**src/sv/hct_pkg.sv**
```systemverilog
// Shared types, register indexes and drive tables of the hall commutation tracker.
// Used by hall_commutation_tracker; depends on nothing else.
package hct_pkg;

   // Configuration register indexes.
   localparam logic CSR_ERROR_LIMIT = 1'b0;
   localparam logic CSR_PERIOD_CAP  = 1'b1;

   // Reset values of the configuration registers.
   localparam logic [7:0]  ERROR_LIMIT_RESET = 8'd20;
   localparam logic [13:0] PERIOD_CAP_RESET  = 14'd10000;

   // Hall codes that matter for validity, reference crossings and direction.
   localparam logic [2:0] HALL_ALL_LOW  = 3'd0;
   localparam logic [2:0] HALL_ALL_HIGH = 3'd7;
   localparam logic [2:0] HALL_REF_LOW  = 3'd1;
   localparam logic [2:0] HALL_REF_HIGH = 3'd6;
   localparam logic [2:0] HALL_CODE_2   = 3'd2;
   localparam logic [2:0] HALL_CODE_3   = 3'd3;
   localparam logic [2:0] HALL_CODE_4   = 3'd4;
   localparam logic [2:0] HALL_CODE_5   = 3'd5;

   localparam logic [7:0] COUNT_MAX = 8'd255;

   // Phase selection of one bridge side.
   typedef enum logic [1:0] {
      PHASE_NONE = 2'd0,
      PHASE_U    = 2'd1,
      PHASE_V    = 2'd2,
      PHASE_W    = 2'd3
   } phase_type;

   typedef struct packed {
      phase_type high_phase;
      phase_type low_phase;
   } drive_type;

   localparam drive_type DRIVE_OFF = '{high_phase: PHASE_NONE, low_phase: PHASE_NONE};

   // Six-step drive for a hall code; invalid codes give all phases off.
   function automatic drive_type drive_lookup(input logic [2:0] code, input logic ccw);
      drive_type d;
      d = DRIVE_OFF;
      unique case (code)
         HALL_REF_LOW:  d = ccw ? '{PHASE_V, PHASE_W} : '{PHASE_W, PHASE_V};
         HALL_CODE_2:   d = ccw ? '{PHASE_U, PHASE_V} : '{PHASE_V, PHASE_U};
         HALL_CODE_3:   d = ccw ? '{PHASE_U, PHASE_W} : '{PHASE_W, PHASE_U};
         HALL_CODE_4:   d = ccw ? '{PHASE_W, PHASE_U} : '{PHASE_U, PHASE_W};
         HALL_CODE_5:   d = ccw ? '{PHASE_V, PHASE_U} : '{PHASE_U, PHASE_V};
         HALL_REF_HIGH: d = ccw ? '{PHASE_W, PHASE_V} : '{PHASE_V, PHASE_W};
         default:       d = DRIVE_OFF;
      endcase
      return d;
   endfunction

endpackage

```
**src/sv/hall_commutation_tracker.sv**
```systemverilog
// Hall commutation tracker: hall validity, half-revolution period, direction
// and six-step drive selection for one motor. Depends on hct_pkg.
//
// Usage:
//   req channel: one transfer per PWM tick. req_tdata carries hall_code,
//   run_request and want_ccw.
//   rsp channel: exactly one transfer per accepted tick, carrying the drive
//   phases, the sticky hall fault, the latest period and the measured
//   direction, all as they stand after that tick.
//   csr channel: register writes (0 error_limit, 1 period_cap), always ready.
//   Write only while no tick is in flight.
// Timing:
//   The result shows in the cycle after the tick is accepted. One tick per
//   cycle is sustained while results are taken; the tracker state and the
//   result register both update at the accepting edge by a single combinational pass.
// Reset:
//   Synchronous, active high. Clears all tracking state, loads the register
//   defaults and empties the result register.
// Stall:
//   While a result waits with rsp_tready low, req_tready is low; as soon as
//   the waiting result is taken a new tick can enter in the same cycle.
module hall_commutation_tracker
   import hct_pkg::*;
(
   input  logic        clock,
   input  logic        reset,
   // Input ticks.
   input  logic        req_tvalid,
   output logic        req_tready,
   input  logic [7:0]  req_tdata,   // [2:0] hall_code, [3] run_request, [4] want_ccw, rest 0
   // Results.
   output logic        rsp_tvalid,
   input  logic        rsp_tready,
   output logic [23:0] rsp_tdata,   // [1:0] high_phase, [3:2] low_phase, [4] hall_fault,
                                    // [18:5] period_ticks, [19] measured_ccw, rest 0
   // Configuration writes.
   input  logic        csr_valid,
   output logic        csr_ready,
   input  logic        csr_index,
   input  logic [13:0] csr_data
);

   // Configuration registers.
   logic [7:0]  error_limit_ff;
   logic [13:0] period_cap_ff;

   // Tracking state.
   logic [7:0]  invalid_count_ff, invalid_count_in;
   logic        fault_ff, fault_in;
   logic [13:0] tick_count_ff, tick_count_in;
   logic [13:0] period_ff, period_in;
   logic [2:0]  previous_code_ff, previous_code_in;
   logic [2:0]  reference_code_ff, reference_code_in;
   logic        direction_ff, direction_in;
   drive_type   drive_ff, drive_in;

   // Result register.
   logic        rsp_valid_ff;
   logic [23:0] rsp_data_ff, rsp_data_in;

   logic [2:0]  hall_code;
   logic        run_request;
   logic        want_ccw;
   logic        code_valid;
   logic        req_accept;

   assign hall_code   = req_tdata[2:0];
   assign run_request = req_tdata[3];
   assign want_ccw    = req_tdata[4];
   assign code_valid  = (hall_code != HALL_ALL_LOW) && (hall_code != HALL_ALL_HIGH);

   assign req_tready = !rsp_valid_ff || rsp_tready;
   assign req_accept = req_tvalid && req_tready;
   assign csr_ready  = 1'b1;

   // Configuration writes.
   always_ff @(posedge clock) begin
      if (reset) begin
         error_limit_ff <= ERROR_LIMIT_RESET;
         period_cap_ff  <= PERIOD_CAP_RESET;
      end else if (csr_valid) begin
         unique case (csr_index)
            CSR_ERROR_LIMIT: error_limit_ff <= csr_data[7:0];
            CSR_PERIOD_CAP:  period_cap_ff  <= csr_data;
            default:         error_limit_ff <= error_limit_ff;
         endcase
      end
   end

   // Next tracking state for the tick on the input.
   always_comb begin
      invalid_count_in  = invalid_count_ff;
      fault_in          = fault_ff;
      tick_count_in     = tick_count_ff;
      period_in         = period_ff;
      previous_code_in  = previous_code_ff;
      reference_code_in = reference_code_ff;
      direction_in      = direction_ff;
      drive_in          = drive_ff;

      // Hall validity and sticky fault.
      if (!code_valid) begin
         if (invalid_count_ff != COUNT_MAX) begin
            invalid_count_in = invalid_count_ff + 8'd1;
         end
         if (invalid_count_in > error_limit_ff) begin
            fault_in = 1'b1;
         end
      end else begin
         invalid_count_in = '0;
      end

      // Tick counter saturates at the cap, which then stands as the period.
      if (tick_count_ff < period_cap_ff) begin
         tick_count_in = tick_count_ff + 14'd1;
      end else begin
         period_in = tick_count_ff;
      end

      // A change onto the reference code closes a half revolution.
      if (previous_code_ff != hall_code) begin
         if (hall_code == reference_code_ff) begin
            period_in     = tick_count_in;
            tick_count_in = '0;
            if (reference_code_ff == HALL_REF_LOW) begin
               reference_code_in = HALL_REF_HIGH;
               if (previous_code_ff == HALL_CODE_3) begin
                  direction_in = 1'b1;
               end else if (previous_code_ff == HALL_CODE_5) begin
                  direction_in = 1'b0;
               end
            end else begin
               reference_code_in = HALL_REF_LOW;
               if (previous_code_ff == HALL_CODE_4) begin
                  direction_in = 1'b1;
               end else if (previous_code_ff == HALL_CODE_2) begin
                  direction_in = 1'b0;
               end
            end
         end
         previous_code_in = hall_code;
      end

      // Drive selection; an invalid code keeps the last drive.
      if (!run_request || fault_in) begin
         drive_in = DRIVE_OFF;
      end else if (code_valid) begin
         drive_in = drive_lookup(hall_code, want_ccw);
      end

      rsp_data_in = {4'd0, direction_in, period_in, fault_in,
                     drive_in.low_phase, drive_in.high_phase};
   end

   // Tracking state advances on each accepted tick.
   always_ff @(posedge clock) begin
      if (reset) begin
         invalid_count_ff  <= '0;
         fault_ff          <= 1'b0;
         tick_count_ff     <= '0;
         period_ff         <= '0;
         previous_code_ff  <= HALL_ALL_LOW;
         reference_code_ff <= HALL_REF_LOW;
         direction_ff      <= 1'b0;
         drive_ff          <= DRIVE_OFF;
      end else if (req_accept) begin
         invalid_count_ff  <= invalid_count_in;
         fault_ff          <= fault_in;
         tick_count_ff     <= tick_count_in;
         period_ff         <= period_in;
         previous_code_ff  <= previous_code_in;
         reference_code_ff <= reference_code_in;
         direction_ff      <= direction_in;
         drive_ff          <= drive_in;
      end
   end

   // Result register: loads on an accepted tick, empties on a transfer.
   always_ff @(posedge clock) begin
      if (reset) begin
         rsp_valid_ff <= 1'b0;
      end else if (req_accept) begin
         rsp_valid_ff <= 1'b1;
      end else if (rsp_tready) begin
         rsp_valid_ff <= 1'b0;
      end
   end

   always_ff @(posedge clock) begin
      if (req_accept) begin
         rsp_data_ff <= rsp_data_in;
      end
   end

   assign rsp_tvalid = rsp_valid_ff;
   assign rsp_tdata  = rsp_data_ff;

endmodule

```
**config.mk**
```make
export PLATFORM = sky130hd
export DESIGN_NAME = hall_commutation_tracker
export DESIGN_NICKNAME = d
export VERILOG_FILES = /design/src/sv/hct_pkg.sv /design/src/sv/hall_commutation_tracker.sv
export SDC_FILE = /design/constraint.sdc
export NUM_CORES = 1
export LEC_CHECK = 0
export BUFFER_PORTS_ARGS = -buffer_cell sky130_fd_sc_hd__buf_2
export CAP_MARGIN = 20
export CORE_MARGIN = 4
export CORE_UTILIZATION = 64
export CTS_CLUSTER_DIAMETER = 40
export DETAILED_ROUTE_END_ITERATION = 6
export MAX_ROUTING_LAYER = met4
export PLACE_DENSITY = 0.86
export SYNTH_ARGS = -nofsm -noshare
export SYNTH_HDL_FRONTEND = slang
export SYNTH_SLANG_ARGS = --single-unit
```
**constraint.sdc**
```tcl
create_clock -name clock -period 4.6 [get_ports clock]
set_input_delay 0.23 -clock clock [delete_from_list [all_inputs] [get_ports clock]]
set_output_delay 0.23 -clock clock [all_outputs]
set_load 0.005 [all_outputs]
```
==> results of run 1 <==
registers in the layout, summed over array words and instances (netlist names):
signal	flops
direction_ff	1
drive_ff	4
error_limit_ff	8
fault_ff	1
invalid_count_ff	8
period_cap_ff	14
period_ff	14
previous_code_ff	3
reference_code_ff	2
rsp_tdata	20
rsp_tvalid	1
tick_count_ff	14
cells in the mapped netlist (all sizes together), types with 3 or more instances:
master   instances
nand2           87
dfxtp           70
a21oi           54
nor2            46
inv             32
buf             26
nand3           24
ha              23
clkbuf          21
edfxtp          20
and3            16
nor3            15
o21ai           15
a31oi           14
o211ai          14
nand4           12
nand2b          10
and2             9
mux2i            9
o21a             7
or4              7
xnor2            7
o311ai           6
a211oi           5
a21o             5
a22oi            5
nor4             5
a2111oi          4
a31o             4
nor2b            4
o22ai            4
a2bb2oi          3
o2111ai          3
power by group through the flow:
stage          registers, mW  clock network, mW  logic [mW]
2_1_floorplan          0.886                  0       0.158
3_3_place_gp           0.888                  0       0.202
3_5_place_dp           0.890                  0       0.211
4_1_cts                0.872              0.489       0.213
5_1_grt                0.877              0.522       0.239
6_report               0.872              0.487       0.214
metal layers:
layer	vias to the layer above	track usage	wire, um
met5	-	-	0
met4	0	0.0905	196
met3	20	0.0316	809
met2	205	0.409	5560
met1	2134	0.322	5140
li1	2239	-	-
cell families (layout without fill, tap and decap cells):
family          count (synthesis)  after routing  share of synthesized area
compound gates                160            160                      0.211
buf+inv                        79             99                     0.0746
mux                            10             10                     0.0199
simple gates                  241            241                      0.228
xor+xnor                        8              8                     0.0152
other cells                     2              5                    0.00147
fa+ha+maj                      23             23                     0.0564
flops                          90             90                      0.393
metrics by stage:
| stage | cell area (um2) | power [mW] | util |
|---|---|---|---|
| CTS | 5410 | 1.57 | 0.701 |
| global route | 5410 | 1.64 | 0.701 |
| global placement | 5250 | 1.09 | 0.679 |
| floorplan | 5110 | 1.04 | - |
| detailed placement | 5250 | 1.10 | 0.679 |
| finish | 5410 | 1.57 | 0.701 |
path summary, 6_finish.rpt:
kind,slack [ps],end,depth (start not counted),startpoint
max,1420,rsp_tdata[8],7,tick_count_ff[9]
min,90,period_cap_ff[13],3,csr_data[13]
max reg2reg,1420,rsp_tdata[8],7,tick_count_ff[9]
min reg2reg,460,period_cap_ff[11],2,period_cap_ff[11]
critical path: stages (launching register included):
cell and delay, ps:
dfxtp_1 620, ha_1 340, a21oi_1 150, o21ai_0 100
a311oi_2 370, o21a_1 890, o21ai_0 260, and2_1 210
cell type report:
cell class | instances | area, um2
Fill cell | 596 | 2310
Multi-Input combinational cell | 447 | 2730
Tap cell | 102 | 128
Timing Repair Buffer | 51 | 268
Clock buffer | 9 | 124
Clock inverter | 7 | 45.0
Sequential cell | 90 | 2000
Inverter | 32 | 120
==> results.md, run 1 <==
* Sw Share at 0.283
* Clock transition at path regs at 90 ps
* Tcrit/Tclk final at 0.692
* Largest net degree at the start of global routing at 56
* Area contributors post-synth: dfxtp_1 (27%), edfxtp_1 (12%), nand2_1 (6.2%)
* Hold WS at 90.1 ps
* GR Overflow Total at 0
* Full die area at 9460 um2
* Layout overhead on the synthesized area at 6.18%
* Post-CTS Resized at 0
* Crit start category: flop
* WL/cell at 15.9 um
* Remaining routing DRC violations at 0
* Most common cell after layout, fill and taps aside: nand2_1
* Ports at 55
* Hpwl dp at 7850 um
* Number of synthesis warnings at 0
* Fin crit period at 3180 ps
* Setup Fix Bufs, Post-CTS at 0
* Vias/cell at 6.23
* Synth Cell Area at 5100 um2
* Sw power at 445 uW
* Slew Viols, Final at 0
* Clock Tree Buf Depth at 2
* Die height at 97.3 um
* HP Class: input port to flop
* RSZ-0062 raised after global routing: no
* Top library cells by usage in the layout, fill and taps aside: nand2_1 (84), dfxtp_1 (70), a21oi_1 (53)
* Max H-tree Level at 3
* Post-synthesis register bit count at 90
* Number of global-route vias before repair at 4266
* Worst slack, placed at 1480 ps
* TritonCTS clock tree: done
* Clock Power Share at 0.310
* Sequential share of the synthesized area at 0.393
* Cts hold-fix bufs at 0
* Mapped Avg Cell Area at 8.32 um2
* Post-synth top area share at 0.275
* Combinational share of power at 0.136
* Post-route antenna net violation count at 0
* P_leak at 2.17 nW
* WP data arrival at 3310 ps
* Final #Nets at 682
* Post-synth EDFFs at 20
* WL final at 11700 um
* # diodes at 0
* Share of cells above drive strength 1 at 0.135
* Top FF cell, synth: dfxtp_1
* Endpoint type of the worst setup path: flop
* Die W at 97.3 um
* Initial core utilization at 0.660
* Rows at 32
* Max-cap violation count at 0
* Setup CP Type: flop to flop
* Clk sinks at 90
* FMAX at 314 MHz
* First-pass GRT wire length at 19500 um
* Drt pass-1 iters at 5
* Yosys cell types at 68
* Final setup fails at 0
* Placed cell count at 722
* Normalized max-slew margin at 0.298
* Worst-Skew Late Latency at 360 ps
* Core area at 7730 um2
* Slew @ Worst Pin at 1050 ps
* Setup ws final at 1420 ps
* Pwr per Cell Area at 291 nW/um2
* Required time worst endpoint at 4720 ps
* Largest area contributor in the netlist: dfxtp_1
* GR Util All Layers at 0.251
* Post-synthesis instance total at 613
* Number of I/O port buffers at 46
* Maximum VDD drop at 218 uV
* Setup TNS at 0 ps
* CTS buffer count at 9
* Root buf cell: clkbuf_8
* Internal power at 1.13 mW
* Initial DRC Count at 369
* Hold Fails Final Rpt at 0
* Initial antenna violation count at 0
* Post-synth ARST share at 0
* Register share of total power at 0.554
* Max FO, Critical Path at 25
* Gp weighted congestion at 0.887
* Status: finished clean
* Layout Skew at 8.16 ps
* Vias at 4598
* Final non-filler cell total at 738
Power figures use the tool's default switching activity.
==> run 2: changes to the inputs <==
Settings changed: ABC_AREA from default to 1, CORE_UTILIZATION 64 to 54, PLACE_DENSITY 0.86 to 0.77.
Clock period 4.6 ns to 2.79 ns, I/O delays scaled along.
==> run 2 against run 1 <==
Global-route usage is 5.1 points lower. Worst setup slack worse by 1200 ps. Synthesized cell count is 13% higher. Die area is 18% higher. Clock power is 73% higher. Critical path type unchanged. Largest power group unchanged. Flip-flop and latch count stayed put. Critical path depth is 7 higher. Via count is 2.2% lower. Highest routed layer unchanged. Hold slack worse by 78 ps. Power is 70% higher.
==> results.md, run 2 <==
* Initial DRC Count at 241 (-35%)
* Leading post-synthesis cells by instance count: nand2_1 (173), inv_1 (94), dfxtp_1 (70), nand3_1 (64), a21oi_1 (57)
* Post-DP Area at 5400 um2 (+2.9%)
* Share of cells above drive strength 1 at 0.158 (+0.0232)
* Drt pass-1 iters at 5 (unchanged)
* Hold WS at 12.2 ps (-77.9 ps)
* CTS buffer count at 9 (unchanged)
* Initial core utilization at 0.557 (-0.103)
* Maximum VDD drop at 228 uV (+4.6%)
* Endpoint type of the worst setup path: flop
* Tot Pwr at 2.68 mW (+70%)
* Fin area at 5630 um2 (+4.0%)
* Vias/cell at 5.22 (-16%)
* Clock transition at path regs at 90 ps (about the same)
* Crit start category: flop
* Post-synth EDFFs at 20 (unchanged)
* Slew Viols, Final at 0 (unchanged)
* Final #Nets at 778 (+14%)
* Final setup fails at 0 (unchanged)
* Remaining routing DRC violations at 0 (unchanged)
* Initial antenna violation count at 0 (unchanged)
* CP max stage cell: dfxtp_1
* Setup CP Type: flop to flop
* Die W at 106 um (+8.8%)
* Hold Fails Final Rpt at 0 (unchanged)
* Number of synthesis warnings at 0 (unchanged)
* Largest net degree at the start of global routing at 51 (-8.9%)
* Status: finished clean
* Ports at 55 (unchanged)
* Full die area at 11200 um2 (+18%)
* FMAX at 381 MHz (+21%)
* Post-synth ARST share at 0 (unchanged)
* WL/cell at 12.4 um (-22%)
* Worst-Skew Late Latency at 360 ps (about the same)
* P_leak at 2.64 nW (+21%)
* TritonCTS clock tree: done
* Setup Fix Bufs, Post-CTS at 0 (unchanged)
* Top library cells by usage in the layout, fill and taps aside: nand2_1 (172), inv_1 (94), dfxtp_1 (70)
* Max stage delay on crit path at 430 ps (-460 ps)
* Rows at 35 (+9.4%)
* Sequential share of the synthesized area at 0.387 (-0.00523)
* Layout overhead on the synthesized area at 8.93%
* Max-cap violation count at 0 (unchanged)
* Layout Skew at 14.0 ps (+5.85 ps)
* Max H-tree Level at 3 (unchanged)
* Fin crit period at 2620 ps (-563 ps)
* Placed cell count at 842 (+17%)
* GR Util All Layers at 0.200 (-0.0511)
* Core area at 9280 um2 (+20%)
* # diodes at 0 (unchanged)
* Setup TNS at 0 ps (unchanged)
* Max FO, Critical Path at 6 (-76%)
* Slew @ Worst Pin at 1020 ps (-33.0 ps)
* Normalized max-slew margin at 0.320 (+0.0212)
* Vias at 4496 (-2.2%)
* First-pass GRT wire length at 18100 um (-7.0%)
* Root buf cell: clkbuf_8
* Number of global-route vias before repair at 4096 (-4.0%)
* Post-synth top area share at 0.271 (-0.00366)
* Clock Tree Buf Depth at 2 (unchanged)
* Post-synthesis instance total at 692 (+13%)
* Largest register FFs at 20 (unchanged)
* Die height at 106 um (+8.8%)
* Hpwl dp at 7550 um (-3.8%)
* Clk sinks at 90 (unchanged)
* Post-route antenna net violation count at 0 (unchanged)
* Post-synthesis register bit count at 90 (unchanged)
* Yosys cell types at 41 (-40%)
* Worst-path cell chain: ha_1, nand2_1, nor3_4, nand3_2, nand3_1, o21a_1, ha_1, a21oi_1, nor2_1, nor3_1, nand2_1, nand2_2, nand4_1, a21oi_1
* Required time worst endpoint at 3070 ps (-1650 ps)
* Area contributors post-synth: dfxtp_1 (27%), nand2_1 (13%), edfxtp_1 (12%)
* Most common cell after layout, fill and taps aside: nand2_1
* Final non-filler cell total at 861 (+17%)
* HP Class: input port to flop
* Largest area contributor in the netlist: dfxtp_1
* Top FF cell, synth: dfxtp_1
* Mapped Avg Cell Area at 7.47 um2 (-10%)
* WP data arrival at 2900 ps (-410 ps)
* GR Overflow Total at 0 (unchanged)
* Number of I/O port buffers at 46 (unchanged)
* Gp weighted congestion at 0.856 (-3.5%)
* WL final at 10700 um (-8.8%)
* Tcrit/Tclk final at 0.940 (+0.247)
* Count leader, synth: nand2_1
* Pwr per Cell Area at 475 nW/um2 (+64%)
* Synth Cell Area at 5170 um2 (+1.3%)
[run 2: cell count changes in the layout (fill, tap and decap cells not counted), sizes merged, moves of 12 or more]
cell	before	now
nand3	24	83
nand2	87	176
o21ai	15	47
nor3	15	3
a21oi	54	66
a31oi	14	0
inv	33	96
and3	16	0
[run 2: cell families after synthesis]
logic type | after synthesis | synth area share
AOI/OAI and AO/OA | 124 | 0.135
xor gates and xnor gates | 14 | 0.0295
adders and majority gates | 23 | 0.0557
buffers and inverters | 132 | 0.115
DFF | 90 | 0.387
other | 2 | 0.00145
and+or+nand+nor | 307 | 0.277
[run 2: area by class of cell]
class                   count  area (um2)
fillers                   848        3650
multi-input cells         474        2610
flip-flops and latches     90        2000
inverters                  98         374
repair buffers             54         295
well taps                 129         161
clock buffers              11         151
clock inverters             5        38.8
[run 2: per-layer routing]
metal | up-vias | GRT usage | share of wire | wire (um)
met3 | 18 | 0.0306 | 0.059 | 627
met4 | 0 | 0.0648 | 0.014 | 150
met1 | 2008 | 0.250 | 0.46 | 4970
met5 | - | - | 0 | 0
met2 | 152 | 0.332 | 0.46 | 4940
li1 | 2318 | - | - | -
[run 2: metrics by stage]
stage / setup slack (ps) / util
6_report: 169 / 0.606
5_1_grt: -58.8 / 0.606
4_1_cts: 141 / 0.604
3_5_place_dp: 177 / 0.581
3_3_place_gp: 293 / 0.581
2_1_floorplan: 537 / -
[run 2: final timing paths]
check                      startpoint                end  slack (ps)  cells past startpoint
setup / recovery  invalid_count_ff[0]        drive_ff[2]         170                     14
hold / removal           csr_data[10]  period_cap_ff[10]          10                      3
setup reg to reg  invalid_count_ff[0]        drive_ff[2]         170                     14
hold reg to reg     period_cap_ff[11]  period_cap_ff[11]         470                      2
[run 2: worst max-delay path, delay by kind of cell, from the launching register on]
family,cells,cell delay (ps)
simple gates,9,1230
compound gates,3,410
flops,1,430
fa+ha+maj,2,460
[run 2: report_power, final]
part / leakage, nW / switching, mW / internal, mW / total [mW]
Combinational: 1.76 / 0.246 / 0.139 / 0.386
Clock: 0.0955 / 0.466 / 0.376 / 0.841
Sequential: 0.776 / 0.0330 / 1.42 / 1.45
Total: 2.64 / 0.745 / 1.93 / 2.68
[run 2: timing repair]
action	CTS	global route
hold buffers	2	0
gates resized for setup	0	3
setup endpoints to repair	0	9
hold endpoints to repair	2	0
==> run 3: changes to the inputs <==
Settings changed: BUFFER_PORTS_ARGS -buffer_cell sky130_fd_sc_hd__buf_2 to default, CORE_UTILIZATION 54 to 58, DONT_BUFFER_PORTS from default to 1, PLACE_DENSITY 0.77 to 0.76, SETUP_SLACK_MARGIN from default to 0.5.
==> run 3 against run 2 <==
The flow now finishes with violations (negative hold slack). Register-to-register slack improved by 260 ps. Hold slack got worse by 160 ps. Global-route usage increased by 4.6 points. Sequential power about the same. Non-clock buffer count increased by 8. Flip-flop and latch count unchanged. Worst setup slack improved by 260 ps. Design area increased by 7.0%. Critical path depth increased by 1. Core utilization increased by 8.7 points. Critical path type unchanged. Largest cell class unchanged.
==> results.md, run 3 (synthesis gave the netlist of run 2 again) <==
* P_leak at 2.79 nW (+5.9%)
* WHS Endpoint: invalid_count_ff[7]
* Largest net degree at the start of global routing at 52 (+2.0%)
* Initial DRC Count at 306 (+27%)
* Initial antenna violation count at 0 (unchanged)
* Crit start category: flop
* Slew @ Worst Pin at 993 ps (-25.9 ps)
* Vias/cell at 5.54 (+6.1%)
* WP data arrival at 2630 ps (-270 ps)
* CTS buffer count at 9 (unchanged)
* GR Overflow Total at 0 (unchanged)
* Final setup fails at 0 (unchanged)
* Fin crit period at 2370 ps (-256 ps)
* Most common cell after layout, fill and taps aside: nand2_1
* Reg-to-reg endpoint: invalid_count_ff[7]
* Clock Tree Buf Depth at 2 (unchanged)
* Maximum VDD drop at 326 uV (+43%)
* Die height at 102 um (-3.2%)
* HP Class: input port to flop
* Max-cap violation count at 0 (unchanged)
* Max H-tree Level at 3 (unchanged)
* Tcrit/Tclk final at 0.848 (-0.0916)
* Post-route antenna net violation count at 0 (unchanged)
* Clk sinks at 90 (unchanged)
* Final non-filler cell total at 849 (-1.4%)
* Remaining routing DRC violations at 0 (unchanged)
* Placed cell count at 774 (-8.1%)
* Hold Path Stages at 1 (-2)
* Pwr per Cell Area at 455 nW/um2 (-4.2%)
* GR Util All Layers at 0.246 (+0.0464)
* Share of cells above drive strength 1 at 0.148 (-0.0100)
* WL final at 12400 um (+16%)
* Setup CP Type: flop to flop
* Drt pass-1 iters at 7 (+2)
* Root buf cell: clkbuf_8
* Number of I/O port buffers at 0 (-100%)
* Normalized max-slew margin at 0.337 (+0.0173)
* Reg2reg setup slack at 420 ps (+260 ps)
* Number of global-route vias before repair at 4369 (+6.7%)
* Ports at 55 (unchanged)
* Cts hold-fix bufs at 37 (+35)
* # diodes at 0 (unchanged)
* Slew Viols, Final at 0 (unchanged)
* Clock transition at path regs at 90 ps (about the same)
* FMAX at 423 MHz (+11%)
* Initial core utilization at 0.595 (+0.0388)
* Setup TNS at 0 ps (unchanged)
* Core area at 8680 um2 (-6.5%)
* Reg-to-reg startpoint: invalid_count_ff[5]
* Layout Skew at 17.0 ps (+2.95 ps)
* Layout overhead on the synthesized area at 16.5%
* Setup ws final at 424 ps (+256 ps)
* Max FO, Critical Path at 4 (-2)
* WL/cell at 14.6 um (+18%)
* Failing checks: negative hold slack
* Final #Nets at 787 (+1.2%)
* Vias at 4702 (+4.6%)
* Full die area at 10500 um2 (-6.4%)
* Largest register FFs at 20 (unchanged)
* Worst slack, placed at 159 ps (-17.8 ps)
* Core Util, Final at 0.694 (+0.0874)
* Min-delay src: reset
* Endpoint type of the worst setup path: flop
* Top library cells by usage in the layout, fill and taps aside: nand2_1 (166), inv_1 (93), dfxtp_1 (63)
* Status: finished, violations left
* Rows at 34 (-2.9%)
* First-pass GRT wire length at 20000 um (+11%)
* Hold Fails Final Rpt at 13 (+13)
* Gp weighted congestion at 0.918 (+7.3%)
* TritonCTS clock tree: done
* Layout fillers at 713 (-16%)
* Hold WS at -150 ps (-162 ps)
* Die W at 102 um (-3.2%)
* Required time worst endpoint at 3050 ps (-20 ps)
* RSZ-0062 raised after global routing: yes
* Hpwl dp at 7770 um (+2.9%)
* Depth of the most critical reg-to-reg path at 15 (+1)
* Worst-Skew Late Latency at 370 ps (about the same)
run 3: cell count changes in the layout (fill, tap and decap cells not counted), sizes merged:
cell | previous run | this run
buf | 52 | 25
dlygate4sd3 | 2 | 37
clkinv | 6 | 5
nand2 | 176 | 177
bufinv | 0 | 1
run 3: what timing repair did:
action / 4_1_cts / 5_1_grt
gates resized for setup: 23 / 23
buffers inserted: 17 / 3
gates cloned: 1 / 1
endpoints found under the setup margin: 14 / 35
pin swaps: 14 / 5
endpoints found under the hold margin: 60 / 13
run 3: power breakdown:
group | leakage, nW | total (mW) | internal (mW) | switching, mW
logic | 1.92 | 0.385 | 0.150 | 0.235
clock network | 0.0946 | 0.899 | 0.435 | 0.464
registers | 0.780 | 1.46 | 1.41 | 0.0427
total | 2.79 | 2.74 | 2.00 | 0.741
run 3: how the worst max path moves through the flow:
stage / from / slack [ps] / endpoint / depth (start not counted)
final: invalid_count_ff[5] / 420 / invalid_count_ff[7] / 15
after global routing: invalid_count_ff[0] / 270 / drive_ff[1] / 14
after CTS: invalid_count_ff[0] / 450 / invalid_count_ff[7] / 16
after detailed placement: invalid_count_ff[0] / 160 / drive_ff[2] / 14
after global placement: invalid_count_ff[0] / 290 / rsp_tdata[2] / 15
after floorplan: invalid_count_ff[0] / 540 / rsp_tdata[4] / 13
run 3: metal layers:
metal  GRT usage  vias to the layer above  part of all wire  wire length, um
li1            -                     2340                 -                -
met2       0.406                      178              0.48             5980
met3      0.0457                       25             0.066              825
met1       0.308                     2159              0.43             5360
met5           -                        -                 0                0
met4      0.0716                        0             0.021              261
run 3: area by class of cell:
type	count	area [um2]	area share
flip-flops and latches	90	2020	0.335
clock buffers	11	141	0.0235
multi-input cells	475	2720	0.452
inverters	98	374	0.0621
clock inverters	5	53.8	0.00894
well taps	108	135	0.0224
repair buffers	62	578	0.0960
run 3: critical path, stage by stage, from the launching register on:
cell and delay, ps:
dfxtp_2 370, inv_2 70, nor4_4 300, xnor2_1 170
nand2_1 100, buf_4 140, buf_4 120, buf_4 120
buf_4 120, buf_4 120, buf_4 130, buf_4 130
buf_4 140, buf_4 130, nand2_2 50, a21oi_2 60
run 3: metrics by stage:
stage	cell area (um2)	power [mW]
global route	6020	2.86
finish	6020	2.74
global placement	5130	1.79
CTS	5910	2.74
detailed placement	5130	1.81
floorplan	5180	1.77
